$ cat src/hdl/rhs_pkg.sv
`timescale 1ns / 1ps
`default_nettype none
// ----------------------------------------------------------------------------
// Return-home sequencer package
// Shared codes, constants and the command/status structs that join the
// controller and the datapath.
// ----------------------------------------------------------------------------
package rhs_pkg;

   // Operation codes carried by a request beat.
   localparam logic [1:0] OP_TICK  = 2'd0;
   localparam logic [1:0] OP_START = 2'd1;
   localparam logic [1:0] OP_STOP  = 2'd2;

   // Phase codes.
   localparam logic [3:0] PH_JUMP   = 4'd0;
   localparam logic [3:0] PH_HOVER  = 4'd1;
   localparam logic [3:0] PH_DECIDE = 4'd2;
   localparam logic [3:0] PH_CLIMB  = 4'd3;
   localparam logic [3:0] PH_GOHOME = 4'd4;
   localparam logic [3:0] PH_ARRIVE = 4'd5;
   localparam logic [3:0] PH_PAUSE  = 4'd6;
   localparam logic [3:0] PH_FAST   = 4'd7;
   localparam logic [3:0] PH_SLOW   = 4'd8;

   // Register map of the control port.
   localparam int CSR_IDX_W  = 3;
   localparam int CSR_DATA_W = 20;
   localparam logic [CSR_IDX_W-1:0] CSR_LIFT_HEIGHT   = 3'd0;
   localparam logic [CSR_IDX_W-1:0] CSR_LOWEST_HEIGHT = 3'd1;
   localparam logic [CSR_IDX_W-1:0] CSR_HOVER_TIME    = 3'd2;
   localparam logic [CSR_IDX_W-1:0] CSR_FAST_HEIGHT   = 3'd3;
   localparam logic [CSR_IDX_W-1:0] CSR_ACCURACY_XY   = 3'd4;
   localparam logic [CSR_IDX_W-1:0] CSR_ACCURACY_Z    = 3'd5;
   localparam logic [CSR_IDX_W-1:0] CSR_HOVER_AT_HOME = 3'd6;

   // Register reset values.
   localparam logic [19:0]        RST_LIFT_HEIGHT   = 20'd20000;
   localparam logic signed [17:0] RST_LOWEST_HEIGHT = 18'sd0;
   localparam logic [16:0]        RST_HOVER_TIME    = 17'd20000;
   localparam logic [19:0]        RST_FAST_HEIGHT   = 20'd5000;
   localparam logic [15:0]        RST_ACCURACY_XY   = 16'd2000;
   localparam logic [15:0]        RST_ACCURACY_Z    = 16'd1000;
   localparam logic               RST_HOVER_AT_HOME = 1'b1;

   // Sequencer constants.
   localparam logic [16:0]        TIMER_MAX          = 17'd131071;
   localparam logic [16:0]        SHORT_HOVER_MS     = 17'd4000;
   localparam logic [16:0]        PAUSE_MS           = 17'd5000;
   localparam logic [16:0]        NEAR_HOME_TIMER_MS = 17'd6000;
   localparam logic signed [21:0] JUMP_ALT_MM        = 22'sd3000;
   localparam logic signed [21:0] SLOW_MIN_ALT_MM    = 22'sd2000;

   // Fixed-point limits of the target and of the reported altitude.
   localparam logic signed [31:0] FX_MAX  = 32'sh7FFF_FFFF;
   localparam logic signed [31:0] FX_MIN  = 32'sh8000_0000;
   localparam logic signed [31:0] OUT_MAX = 32'sd2097151;
   localparam logic signed [31:0] OUT_MIN = -32'sd2097152;

   // Slow descent divides by 20000 = 625 * 32. The 625 part uses a
   // reciprocal floor(2^40 / 625) and one correction step.
   localparam logic [30:0] RECIP_625   = 31'd1759218604;
   localparam int          RECIP_SHIFT = 40;
   localparam logic [31:0] DIV_625     = 32'd625;
   localparam logic [10:0] DIV_625_11  = 11'd625;
   localparam int          DIV_32_SHIFT = 5;

   // Controller states.
   typedef enum logic [2:0] {
      ST_IDLE,
      ST_EXEC,
      ST_DIV1,
      ST_REM1,
      ST_DIV2,
      ST_REM2,
      ST_DONE
   } ctrl_state_type;

   // Commands from the controller to the datapath.
   typedef struct packed {
      logic capture;   // Register the request beat.
      logic exec;      // Apply the phase rules.
      logic div;       // Reciprocal multiply of the dividend.
      logic rem1;      // Correct first quotient, form second dividend.
      logic rem2;      // Correct second quotient, apply the descent step.
      logic load_out;  // Load the response register.
   } ctrl_cmd_type;

   // Status from the datapath to the controller.
   typedef struct packed {
      logic slow_needed;  // This beat needs the descent-rate divide.
      logic out_free;     // The response register can take a new beat.
   } dp_status_type;

endpackage
`default_nettype wire

$ cat src/hdl/rhs_ctrl.sv
`timescale 1ns / 1ps
`default_nettype none
// ----------------------------------------------------------------------------
// Return-home sequencer controller
// State machine that captures a request beat, steps the datapath through the
// phase update and the descent-rate divide, and hands off the response.
// ----------------------------------------------------------------------------
module rhs_ctrl
   import rhs_pkg::*;
(
   input  wire           clock,
   input  wire           reset,
   input  wire           req_valid,
   output logic          req_stall,
   input  dp_status_type status,
   output ctrl_cmd_type  cmd
);

   ctrl_state_type state_ff;
   ctrl_state_type state_in;

   // State register.
   always_ff @(posedge clock) begin
      if (reset) begin
         state_ff <= ST_IDLE;
      end else begin
         state_ff <= state_in;
      end
   end

   // Next state.
   always_comb begin
      state_in = state_ff;
      case (state_ff)
         ST_IDLE: begin
            if (req_valid) state_in = ST_EXEC;
         end
         ST_EXEC: begin
            state_in = status.slow_needed ? ST_DIV1 : ST_DONE;
         end
         ST_DIV1: state_in = ST_REM1;
         ST_REM1: state_in = ST_DIV2;
         ST_DIV2: state_in = ST_REM2;
         ST_REM2: state_in = ST_DONE;
         ST_DONE: begin
            if (status.out_free) state_in = ST_IDLE;
         end
         default: state_in = ST_IDLE;
      endcase
   end

   // Outputs. No request beat is taken while reset is held.
   always_comb begin
      cmd       = '0;
      req_stall = 1'b1;
      case (state_ff)
         ST_IDLE: begin
            req_stall   = reset;
            cmd.capture = req_valid && !reset;
         end
         ST_EXEC: cmd.exec = 1'b1;
         ST_DIV1: cmd.div  = 1'b1;
         ST_REM1: cmd.rem1 = 1'b1;
         ST_DIV2: cmd.div  = 1'b1;
         ST_REM2: cmd.rem2 = 1'b1;
         ST_DONE: cmd.load_out = status.out_free;
         default: cmd = '0;
      endcase
   end

endmodule
`default_nettype wire

$ cat src/hdl/rhs_datapath.sv
`timescale 1ns / 1ps
`default_nettype none
// ----------------------------------------------------------------------------
// Return-home sequencer datapath
// Control registers, request capture, sequencer state, phase rules, the
// shared reciprocal divider for the descent rate and the response register.
// ----------------------------------------------------------------------------
module rhs_datapath
   import rhs_pkg::*;
#(
   parameter int FRAC_BITS = 8
)
(
   input  wire                          clock,
   input  wire                          reset,
   input  ctrl_cmd_type                 cmd,
   output dp_status_type                status,
   input  wire                          csr_wr_en,
   input  wire  [CSR_IDX_W-1:0]         csr_index,
   input  wire  [CSR_DATA_W-1:0]        csr_wr_data,
   input  wire  [1:0]                   req_op,
   input  wire  signed [21:0]           req_altitude_mm,
   input  wire  signed [23:0]           req_dx_home_mm,
   input  wire  signed [23:0]           req_dy_home_mm,
   input  wire  [15:0]                  req_gps_accuracy_mm,
   input  wire  [9:0]                   req_dt_ms,
   input  wire                          rsp_stall,
   output logic                         rsp_valid,
   output logic signed [21:0]           rsp_target_altitude_mm,
   output logic [3:0]                   rsp_phase,
   output logic                         rsp_active,
   output logic                         rsp_steer_home,
   output logic                         rsp_hold_position
);

   // Width of the measured altitude in fixed point, and of the working
   // arithmetic with headroom for a difference and its magnitude.
   localparam int AFW  = 22 + FRAC_BITS;
   localparam int WW   = ((AFW > 32) ? AFW : 32) + 2;
   localparam int DECW = 22 + FRAC_BITS;

   function automatic logic signed [31:0] sat_fx(input logic signed [WW-1:0] v);
      logic signed [31:0] r;
      if (v > WW'(FX_MAX)) r = FX_MAX;
      else if (v < WW'(FX_MIN)) r = FX_MIN;
      else r = v[31:0];
      return r;
   endfunction

   // Control registers.
   logic [19:0]        lift_ff,    lift_in;
   logic signed [17:0] lowest_ff,  lowest_in;
   logic [16:0]        hover_ff,   hover_in;
   logic [19:0]        fast_ff,    fast_in;
   logic [15:0]        accxy_ff,   accxy_in;
   logic [15:0]        accz_ff,    accz_in;
   logic               hah_ff,     hah_in;

   // Captured request beat.
   logic [1:0]         op_ff;
   logic signed [21:0] alt_ff;
   logic signed [23:0] dx_ff;
   logic signed [23:0] dy_ff;
   logic [15:0]        gacc_ff;
   logic [9:0]         dt_ff;

   // Sequencer state.
   logic [3:0]         phase_ff,   phase_in;
   logic [16:0]        timer_ff,   timer_in;
   logic signed [31:0] target_ff,  target_in;
   logic               running_ff, running_in;
   logic               steer_ff,   steer_in;
   logic               hold_ff,    hold_in;

   // Divider registers.
   logic [30:0]        num_ff,     num_in;
   logic [61:0]        mult_ff,    mult_in;
   logic [21:0]        q1_ff,      q1_in;

   // Response register.
   logic               rsp_valid_ff, rsp_valid_in;
   logic signed [21:0] rsp_alt_ff;
   logic [3:0]         rsp_phase_ff;
   logic               rsp_active_ff;
   logic               rsp_steer_ff;
   logic               rsp_hold_ff;

   // Derived values.
   logic signed [WW-1:0] alt_fx_w;
   logic signed [WW-1:0] alt_err;
   logic signed [WW-1:0] alt_err_abs;
   logic signed [WW-1:0] tol_z;
   logic signed [31:0]   jump_fx;
   logic signed [31:0]   lift_fx;
   logic signed [31:0]   fast_fx;
   logic signed [31:0]   lowest_fx;
   logic signed [31:0]   start_fx;
   logic signed [24:0]   dx_ext;
   logic signed [24:0]   dy_ext;
   logic [24:0]          dx_abs;
   logic [24:0]          dy_abs;
   logic [16:0]          acc_xy;
   logic                 near_home;
   logic [17:0]          timer_sum;
   logic [16:0]          timer_add;
   logic [16:0]          hover_lim;
   logic                 below_fast;
   logic                 above_low;
   logic [20:0]          rate_alt;
   logic [30:0]          prod_p;
   logic [21:0]          q_est;
   logic [31:0]          rem_raw;
   logic [10:0]          rem_lo;
   logic [21:0]          q_corr;
   logic [9:0]           r_corr;
   logic [DECW-1:0]      dec_sum;
   logic [DECW-1:0]      dec_val;
   logic signed [31:0]   slow_target;
   logic signed [31:0]   tmm;

   // Control register writes.
   always_comb begin
      lift_in   = lift_ff;
      lowest_in = lowest_ff;
      hover_in  = hover_ff;
      fast_in   = fast_ff;
      accxy_in  = accxy_ff;
      accz_in   = accz_ff;
      hah_in    = hah_ff;
      if (csr_wr_en) begin
         case (csr_index)
            CSR_LIFT_HEIGHT:   lift_in   = csr_wr_data;
            CSR_LOWEST_HEIGHT: lowest_in = csr_wr_data[17:0];
            CSR_HOVER_TIME:    hover_in  = csr_wr_data[16:0];
            CSR_FAST_HEIGHT:   fast_in   = csr_wr_data;
            CSR_ACCURACY_XY:   accxy_in  = csr_wr_data[15:0];
            CSR_ACCURACY_Z:    accz_in   = csr_wr_data[15:0];
            CSR_HOVER_AT_HOME: hah_in    = csr_wr_data[0];
            default: ;
         endcase
      end
   end

   always_ff @(posedge clock) begin
      if (reset) begin
         lift_ff   <= RST_LIFT_HEIGHT;
         lowest_ff <= RST_LOWEST_HEIGHT;
         hover_ff  <= RST_HOVER_TIME;
         fast_ff   <= RST_FAST_HEIGHT;
         accxy_ff  <= RST_ACCURACY_XY;
         accz_ff   <= RST_ACCURACY_Z;
         hah_ff    <= RST_HOVER_AT_HOME;
      end else begin
         lift_ff   <= lift_in;
         lowest_ff <= lowest_in;
         hover_ff  <= hover_in;
         fast_ff   <= fast_in;
         accxy_ff  <= accxy_in;
         accz_ff   <= accz_in;
         hah_ff    <= hah_in;
      end
   end

   // Fixed-point forms of the altitude and the heights.
   assign alt_fx_w    = WW'(alt_ff) <<< FRAC_BITS;
   assign alt_err     = alt_fx_w - WW'(target_ff);
   assign alt_err_abs = (alt_err < 0) ? -alt_err : alt_err;
   assign tol_z       = $signed(WW'(accz_ff)) <<< FRAC_BITS;
   assign jump_fx     = sat_fx(WW'(JUMP_ALT_MM) <<< FRAC_BITS);
   assign lift_fx     = sat_fx($signed(WW'(lift_ff)) <<< FRAC_BITS);
   assign fast_fx     = sat_fx($signed(WW'(fast_ff)) <<< FRAC_BITS);
   assign lowest_fx   = sat_fx(WW'(lowest_ff) <<< FRAC_BITS);
   assign start_fx    = sat_fx(alt_fx_w);

   // Horizontal arrival check against the combined tolerance.
   assign dx_ext    = 25'(dx_ff);
   assign dy_ext    = 25'(dy_ff);
   assign dx_abs    = (dx_ext < 0) ? 25'(-dx_ext) : 25'(dx_ext);
   assign dy_abs    = (dy_ext < 0) ? 25'(-dy_ext) : 25'(dy_ext);
   assign acc_xy    = 17'(accxy_ff) + 17'(gacc_ff);
   assign near_home = (dx_abs <= 25'(acc_xy)) && (dy_abs <= 25'(acc_xy));

   // Phase timer with saturation.
   assign timer_sum = 18'(timer_ff) + 18'(dt_ff);
   assign timer_add = (timer_sum > 18'(TIMER_MAX)) ? TIMER_MAX : timer_sum[16:0];
   assign hover_lim = hah_ff ? hover_ff : SHORT_HOVER_MS;

   assign below_fast = 23'(alt_ff) <= $signed({3'b000, fast_ff});
   assign above_low  = alt_ff > 22'(lowest_ff);

   // Descent-rate product dt * max(alt, 2000).
   assign rate_alt = (alt_ff < SLOW_MIN_ALT_MM) ? SLOW_MIN_ALT_MM[20:0] : alt_ff[20:0];
   assign prod_p   = 31'(dt_ff) * 31'(rate_alt);

   // Quotient correction after the reciprocal multiply: the estimate is at
   // most one below the true quotient.
   assign q_est   = mult_ff[RECIP_SHIFT+21:RECIP_SHIFT];
   assign rem_raw = 32'(num_ff) - 32'(q_est) * DIV_625;
   assign rem_lo  = rem_raw[10:0];
   always_comb begin
      if (rem_lo >= DIV_625_11) begin
         q_corr = q_est + 22'd1;
         r_corr = 10'(rem_lo - DIV_625_11);
      end else begin
         q_corr = q_est;
         r_corr = rem_lo[9:0];
      end
   end

   // Step = floor((q1 * 2^FRAC_BITS + q2) / 32), the remainder below 625
   // cannot carry across a multiple of 32.
   assign dec_sum     = (DECW'(q1_ff) << FRAC_BITS) + DECW'(q_corr);
   assign dec_val     = dec_sum >> DIV_32_SHIFT;
   assign slow_target = sat_fx(WW'(target_ff) - $signed(WW'(dec_val)));

   // Next state of the sequencer and of the divider.
   always_comb begin
      phase_in   = phase_ff;
      timer_in   = timer_ff;
      target_in  = target_ff;
      running_in = running_ff;
      steer_in   = steer_ff;
      hold_in    = hold_ff;
      num_in     = num_ff;
      mult_in    = mult_ff;
      q1_in      = q1_ff;

      if (cmd.exec) begin
         steer_in = 1'b0;
         hold_in  = 1'b0;
         num_in   = prod_p;
         case (op_ff)
            OP_START: begin
               target_in  = start_fx;
               hold_in    = 1'b1;
               running_in = 1'b1;
               timer_in   = '0;
               phase_in   = PH_JUMP;
            end
            OP_STOP: begin
               if (running_ff) begin
                  running_in = 1'b0;
                  hold_in    = 1'b1;
               end
            end
            OP_TICK: begin
               if (running_ff) begin
                  case (phase_ff)
                     PH_JUMP: begin
                        if (alt_ff < JUMP_ALT_MM) target_in = jump_fx;
                        phase_in = PH_HOVER;
                     end
                     PH_HOVER: begin
                        timer_in = timer_add;
                        if (timer_add > hover_lim) phase_in = PH_DECIDE;
                     end
                     PH_DECIDE: begin
                        if (near_home) begin
                           timer_in = NEAR_HOME_TIMER_MS;
                           phase_in = below_fast ? PH_SLOW : PH_PAUSE;
                           steer_in = 1'b1;
                        end else begin
                           target_in = lift_fx;
                           phase_in  = PH_CLIMB;
                        end
                     end
                     PH_CLIMB: begin
                        if (alt_err_abs <= tol_z) phase_in = PH_GOHOME;
                     end
                     PH_GOHOME: begin
                        steer_in = 1'b1;
                        phase_in = PH_ARRIVE;
                     end
                     PH_ARRIVE: begin
                        if (near_home) begin
                           phase_in = PH_PAUSE;
                           timer_in = '0;
                        end
                     end
                     PH_PAUSE: begin
                        timer_in = timer_add;
                        if (timer_add > PAUSE_MS) begin
                           phase_in  = PH_FAST;
                           target_in = fast_fx;
                        end
                     end
                     PH_FAST: begin
                        if (alt_err_abs < tol_z) phase_in = PH_SLOW;
                     end
                     PH_SLOW: begin
                        // Above the floor the step comes from the divider.
                        if (!above_low) target_in = lowest_fx;
                     end
                     default: ;
                  endcase
               end
            end
            default: ;
         endcase
      end

      if (cmd.div) begin
         mult_in = 62'(num_ff) * 62'(RECIP_625);
      end
      if (cmd.rem1) begin
         q1_in  = q_corr;
         num_in = 31'(r_corr) << FRAC_BITS;
      end
      if (cmd.rem2) begin
         target_in = slow_target;
      end
   end

   always_ff @(posedge clock) begin
      if (reset) begin
         phase_ff   <= PH_JUMP;
         timer_ff   <= '0;
         target_ff  <= '0;
         running_ff <= 1'b0;
         steer_ff   <= 1'b0;
         hold_ff    <= 1'b0;
      end else begin
         phase_ff   <= phase_in;
         timer_ff   <= timer_in;
         target_ff  <= target_in;
         running_ff <= running_in;
         steer_ff   <= steer_in;
         hold_ff    <= hold_in;
      end
   end

   // Request capture and divider operands.
   always_ff @(posedge clock) begin
      if (cmd.capture) begin
         op_ff   <= req_op;
         alt_ff  <= req_altitude_mm;
         dx_ff   <= req_dx_home_mm;
         dy_ff   <= req_dy_home_mm;
         gacc_ff <= req_gps_accuracy_mm;
         dt_ff   <= req_dt_ms;
      end
      num_ff  <= num_in;
      mult_ff <= mult_in;
      q1_ff   <= q1_in;
   end

   assign status.slow_needed = running_ff && (op_ff == OP_TICK) &&
                               (phase_ff == PH_SLOW) && above_low;
   assign status.out_free    = !rsp_valid_ff || !rsp_stall;

   // Reported altitude: floor to millimetres, clamped to the field range.
   assign tmm = target_ff >>> FRAC_BITS;

   // Response register.
   always_comb begin
      rsp_valid_in = rsp_valid_ff;
      if (cmd.load_out) rsp_valid_in = 1'b1;
      else if (!rsp_stall) rsp_valid_in = 1'b0;
   end

   always_ff @(posedge clock) begin
      if (reset) begin
         rsp_valid_ff <= 1'b0;
      end else begin
         rsp_valid_ff <= rsp_valid_in;
      end
   end

   always_ff @(posedge clock) begin
      if (cmd.load_out) begin
         if (tmm > OUT_MAX) rsp_alt_ff <= OUT_MAX[21:0];
         else if (tmm < OUT_MIN) rsp_alt_ff <= OUT_MIN[21:0];
         else rsp_alt_ff <= tmm[21:0];
         rsp_phase_ff  <= phase_ff;
         rsp_active_ff <= running_ff;
         rsp_steer_ff  <= steer_ff;
         rsp_hold_ff   <= hold_ff;
      end
   end

   assign rsp_valid              = rsp_valid_ff;
   assign rsp_target_altitude_mm = rsp_alt_ff;
   assign rsp_phase              = rsp_phase_ff;
   assign rsp_active             = rsp_active_ff;
   assign rsp_steer_home         = rsp_steer_ff;
   assign rsp_hold_position      = rsp_hold_ff;

endmodule
`default_nettype wire

$ cat src/hdl/return_home_sequencer_core.sv
`timescale 1ns / 1ps
`default_nettype none
// ----------------------------------------------------------------------------
// Return-home sequencer core
// Nine-phase return-to-home sequencer for a multicopter in fixed point.
//
//   Channel  Direction  Handshake                 Carries
//   req      in         req_valid / req_stall     op, altitude, home offset,
//                                                 GPS accuracy, elapsed time
//   rsp      out        rsp_valid / rsp_stall     target altitude, phase, flags
//   csr      in         csr_wr_en                 register index and data
//
// A beat runs from acceptance through the execute state to the done state, where
// its response is loaded; a slow-descent tick above the floor also passes through
// two divide and two remainder states, which make two passes through the multiplier.
// The next beat is accepted once the response register is loaded, while that
// response may still wait to be taken; a stalled response holds the controller.
// Reset is synchronous, restores the register defaults and stalls the requests.
// ----------------------------------------------------------------------------
module return_home_sequencer_core
   import rhs_pkg::*;
#(
   parameter int FRAC_BITS = 8
)
(
   input  wire                   clock,
   input  wire                   reset,
   input  wire                   csr_wr_en,
   input  wire  [CSR_IDX_W-1:0]  csr_index,
   input  wire  [CSR_DATA_W-1:0] csr_wr_data,
   input  wire                   req_valid,
   output logic                  req_stall,
   input  wire  [1:0]            req_op,
   input  wire  signed [21:0]    req_altitude_mm,
   input  wire  signed [23:0]    req_dx_home_mm,
   input  wire  signed [23:0]    req_dy_home_mm,
   input  wire  [15:0]           req_gps_accuracy_mm,
   input  wire  [9:0]            req_dt_ms,
   output logic                  rsp_valid,
   input  wire                   rsp_stall,
   output logic signed [21:0]    rsp_target_altitude_mm,
   output logic [3:0]            rsp_phase,
   output logic                  rsp_active,
   output logic                  rsp_steer_home,
   output logic                  rsp_hold_position
);

   ctrl_cmd_type  cmd;
   dp_status_type status;

   // Sequencing of one beat.
   rhs_ctrl u_ctrl (
      .clock     (clock),
      .reset     (reset),
      .req_valid (req_valid),
      .req_stall (req_stall),
      .status    (status),
      .cmd       (cmd)
   );

   // Registers, phase rules, divider and response.
   rhs_datapath #(
      .FRAC_BITS (FRAC_BITS)
   ) u_datapath (
      .clock                  (clock),
      .reset                  (reset),
      .cmd                    (cmd),
      .status                 (status),
      .csr_wr_en              (csr_wr_en),
      .csr_index              (csr_index),
      .csr_wr_data            (csr_wr_data),
      .req_op                 (req_op),
      .req_altitude_mm        (req_altitude_mm),
      .req_dx_home_mm         (req_dx_home_mm),
      .req_dy_home_mm         (req_dy_home_mm),
      .req_gps_accuracy_mm    (req_gps_accuracy_mm),
      .req_dt_ms              (req_dt_ms),
      .rsp_stall              (rsp_stall),
      .rsp_valid              (rsp_valid),
      .rsp_target_altitude_mm (rsp_target_altitude_mm),
      .rsp_phase              (rsp_phase),
      .rsp_active             (rsp_active),
      .rsp_steer_home         (rsp_steer_home),
      .rsp_hold_position      (rsp_hold_position)
   );

endmodule
`default_nettype wire

$ cat config.mk
export PLATFORM = sky130hd
export DESIGN_NAME = return_home_sequencer_core
export DESIGN_NICKNAME = d
export VERILOG_FILES = /design/src/hdl/rhs_pkg.sv /design/src/hdl/rhs_ctrl.sv /design/src/hdl/rhs_datapath.sv /design/src/hdl/return_home_sequencer_core.sv
export SDC_FILE = /design/constraint.sdc
export NUM_CORES = 2
export LEC_CHECK = 0
export BUFFER_PORTS_ARGS = -buffer_cell sky130_fd_sc_hd__buf_4
export CORE_MARGIN = 1
export CORE_UTILIZATION = 35
export CTS_CLUSTER_DIAMETER = 30
export CTS_CLUSTER_SIZE = 25
export DETAILED_ROUTE_END_ITERATION = 10
export GPL_TIMING_DRIVEN = 1
export SYNTH_ARGS = -nofsm -noshare
export SYNTH_HDL_FRONTEND = slang
export SYNTH_SLANG_ARGS = --single-unit
$ cat constraint.sdc
create_clock -name clock -period 12.4 [get_ports clock]
set_clock_uncertainty 0.15 [all_clocks]
set_input_delay 0.62 -clock clock [delete_from_list [all_inputs] [get_ports clock]]
set_output_delay 0.62 -clock clock [all_outputs]
set_load 0.03 [all_outputs]
==> summary.md <==
| Metric | Value |
|---|---|
| Outcome | `finished, violations left` |
| Violations in the final reports | `design-rule violations` |
| Combined area of all synthesized cells | `47,300 um^2` |
| Number of flip-flops and latches in the synthesized netlist | `370` |
| Count of buffers from port buffering | `156` |
| Data arrival, critical path | `11,870 ps` |
| R2r startpoint | `u_datapath.mult_ff[40]` |
| Gp weighted congestion | `0.917` |
| Layout fillers | `13,070` |
| Share of layout cells above drive strength 1 | `0.0790` |
| Share of synthesized registers carrying an async set or reset | `0` |
| Type of origin of the critical path | `flip-flop` |
| Worst-Skew Late Latency | `700 ps` |
| Mean instance size in the synthesized netlist | `9.22 um^2` |
| WP buf/inv | `3` |
| Yosys synthesis warning count | `0` |
| Setup repair after global routing missed its margin | `false` |
| Delay of the slowest critical-path stage | `610 ps` |
| Max transition margin | `0.153` |
| CTS root buf | `sky130_fd_sc_hd__clkbuf_16` |
| Overall die width | `370 um` |
| Number of vias per cell after detailed routing | `5.12` |
| Initial antenna violation count | `2` |
| Library cells used by synthesis | `82` |
| Number of max-cap violations | `0` |
| Least-Margin Pin Slew | `1240 ps` |
| Accumulated negative setup slack | `0 ps` |
| HPWL reported at the end of detailed placement | `109,000 um` |
| Inserted Clock Buffers | `99` |
| Post-CTS Setup Bufs | `0` |
| Minimum setup slack among reg-to-reg paths | `1010 ps` |
| Final-report setup violation count | `0` |
| Overall track demand over capacity in global routing | `0.206` |
| Vias in the first global route | `37,628` |
| Period utilization | `0.919` |
| Depth of the worst register-to-register path | `44` |
| Slowest cell on the critical path | `sky130_fd_sc_hd__fa_1` |
| Nets@finish | `6,756` |
| DR vias | `37,068` |
| Routed len/inst | `19.1 um` |
| Clk pin slew, worst setup/hold paths | `50 ps` |
| Global-route wire length before repair | `217,000 um` |
| Area grow syn2layout | `16.6%` |
| Number of instances on the worst hold path | `3` |
| Worst reg2reg path endpoint | `u_datapath.target_ff[22]` |
| DRC violation count after routing | `16` |
| Hold/Removal Path Class | `input port to flip-flop` |
| Top delay family on crit path | `compound AO/OA/AOI/OAI gates` |
| Detailed-route wire length | `138,000 um` |
| Worst Setup Path Type | `flip-flop to flip-flop` |
| Largest fanout of any net on the critical path | `18` |
| Max Root-Sink Buffers | `3` |
| Most frequently used flop master after synthesis | `sky130_fd_sc_hd__dfxtp_1` |
| Antenna-violating nets left | `0` |
| Part of the Yosys area used for sequential elements | `0.195` |
| Ports | `157` |
| Source of the critical timing path | `u_datapath.mult_ff[40]` |
| Net count after synthesis | `6,501` |
| Gate count after technology mapping | `5,129` |
| Starting DRT DRC Count | `2,785` |
| Kind of end point of the critical path | `flip-flop` |
| Die area | `137,000 um^2` |
| Total gr overflow | `0` |
| CP Depth | `44` |
| Time the final worst path needs with I/O delays and setup | `11,390 ps` |
| Maximum number of pins on one net before global-route repair | `94` |
| Final number of hold-violating endpoints | `0` |
| Final-report max-slew violation count | `0` |
| EDFF count, synth | `181` |
| Core Region | `134,000 um^2` |
| Clock sink total | `370` |
| Number of levels the H-tree was split into | `3` |
| Starting density of the core | `0.354` |
| Num rows | `134` |
| Clock tree from TritonCTS | `done` |
| Height of the die | `370 um` |
| Required time of the worst setup path | `12,870 ps` |
| CP endpoint | `u_datapath.target_ff[22]` |
| Peak clock frequency supported by timing | `87.8 MHz` |
| Router iterations before antenna repair | `11` |
cells by family (layout without fill, tap and decap cells):
logic type                 count (synthesis)  after routing  share of synthesized area
buffers and inverters                   1079           1421                     0.0861
DFF                                      370            370                      0.195
other                                      0              1                          0
muxes                                     12             12                    0.00264
xor gates and xnor gates                 226            226                     0.0418
adders and majority gates               1246           1246                      0.421
and+or+nand+nor                         1319           1319                      0.136
AOI/OAI and AO/OA                        877            877                      0.118
worst reg2reg max path: cells and delay by family (launching register included):
family	cells	cell delay (ps)
DFF	1	570
xor gates and xnor gates	2	360
and+or+nand+nor	10	2620
AOI/OAI and AO/OA	23	5040
buffers and inverters	3	580
adders and majority gates	6	2070
routing by layer:
metal	wire, um	share of wire	track usage	vias up
met5	8	0.000058	0	-
met4	4370	0.032	0.0700	2
met3	8380	0.061	0.0286	187
met2	62700	0.45	0.326	1079
met1	63100	0.46	0.287	18233
li1	-	-	-	17567
how the worst min path moves through the flow:
stage                                      to              startpoint  slack, ps
floorplan             u_datapath.rsp_phase[3]  u_datapath.phase_ff[3]        260
global placement    u_datapath.rsp_steer_home     u_datapath.steer_ff        260
detailed placement  u_datapath.rsp_steer_home     u_datapath.steer_ff        270
CTS                  u_datapath.lowest_ff[17]         csr_wr_data[17]          5
global route           u_datapath.lift_ff[16]         csr_wr_data[16]         40
finish               u_datapath.lowest_ff[17]         csr_wr_data[17]         50
stage by stage:
step                std cells  hold slack [ps]  utilization  instance area [um^2]  setup slack [ps]
floorplan                5129              256            -                 47300              1590
global placement         6951              263        0.378                 50600               902
detailed placement       6951              271        0.378                 50600               698
CTS                      7239             5.23        0.412                 55200               693
global route             7239             42.3        0.412                 55200               112
finish                   7240             46.9        0.412                 55200              1010
cells in the mapped netlist, drive strengths merged, types with 68 or more instances:
cell	number	area share
inv	927	0.074
ha	672	0.18
fa	574	0.24
nand2	531	0.042
a21oi	300	0.032
nor2	232	0.018
dfxtp	189	0.080
edfxtp	181	0.11
o21ai	158	0.017
xnor2	158	0.029
clkbuf	141	0.011
a21o	101	0.016
and2	78	0.010
and3	72	0.0095
nand3	71	0.0075
xor2	68	0.013
sequential cells by signal, indices dropped and copies added, names as in the netlist, 18 cells and up:
signal / count
u_datapath.dy_ff: 24
u_datapath.target_ff: 32
u_datapath.dx_ff: 24
u_datapath.fast_ff: 20
u_datapath.lift_ff: 20
u_datapath.num_ff: 31
u_datapath.mult_ff: 22
u_datapath.lowest_ff: 18
u_datapath.alt_ff: 22
u_datapath.rsp_target_altitude_mm: 22
u_datapath.q1_ff: 22
what timing repair did:
action                     CTS  global route
hold buffers               100             0
setup endpoints to repair    0            12
hold endpoints to repair   102             0
gates resized for setup      0             2
cells in the final DEF (no fill, tap or decap), types with 18 or more instances in the layout:
cell type	instances
sky130_fd_sc_hd__o21ai_0	152
sky130_fd_sc_hd__a21oi_1	295
sky130_fd_sc_hd__nor2_1	229
sky130_fd_sc_hd__nand4_1	35
sky130_fd_sc_hd__ha_1	671
sky130_fd_sc_hd__xor2_1	68
sky130_fd_sc_hd__o22ai_1	29
sky130_fd_sc_hd__fa_1	574
sky130_fd_sc_hd__dlygate4sd3_1	100
sky130_fd_sc_hd__or2_2	21
sky130_fd_sc_hd__o211ai_1	21
sky130_fd_sc_hd__o21a_1	37
sky130_fd_sc_hd__a211oi_1	41
sky130_fd_sc_hd__a222oi_1	20
sky130_fd_sc_hd__and2_1	78
sky130_fd_sc_hd__a21o_1	101
sky130_fd_sc_hd__inv_1	927
sky130_fd_sc_hd__nor2b_1	42
sky130_fd_sc_hd__dfxtp_1	189
sky130_fd_sc_hd__nand2b_1	45
sky130_fd_sc_hd__xnor2_1	158
sky130_fd_sc_hd__nand2_1	531
sky130_fd_sc_hd__nor3_1	44
sky130_fd_sc_hd__nand3b_1	44
sky130_fd_sc_hd__clkbuf_16	101
sky130_fd_sc_hd__clkinv_2	18
sky130_fd_sc_hd__o31ai_1	19
sky130_fd_sc_hd__nand3_1	71
sky130_fd_sc_hd__edfxtp_1	181
sky130_fd_sc_hd__or3_1	35
sky130_fd_sc_hd__and3_1	71
sky130_fd_sc_hd__buf_4	205
layout make-up:
type / count / area [um^2] / area share
inverters: 928 / 3480 / 0.0631
repair buffers: 305 / 2540 / 0.0460
clock buffers: 118 / 2690 / 0.0488
clock inverters: 70 / 922 / 0.0167
well taps: 1768 / 2210 / 0.0401
diodes: 1 / 2.50 / 0.0000453
flip-flops and latches: 370 / 9220 / 0.167
multi-input cells: 3680 / 34100 / 0.618
Power is not shown: default switching activity piles up to over one toggle a cycle in this logic, so the estimate is an artifact.
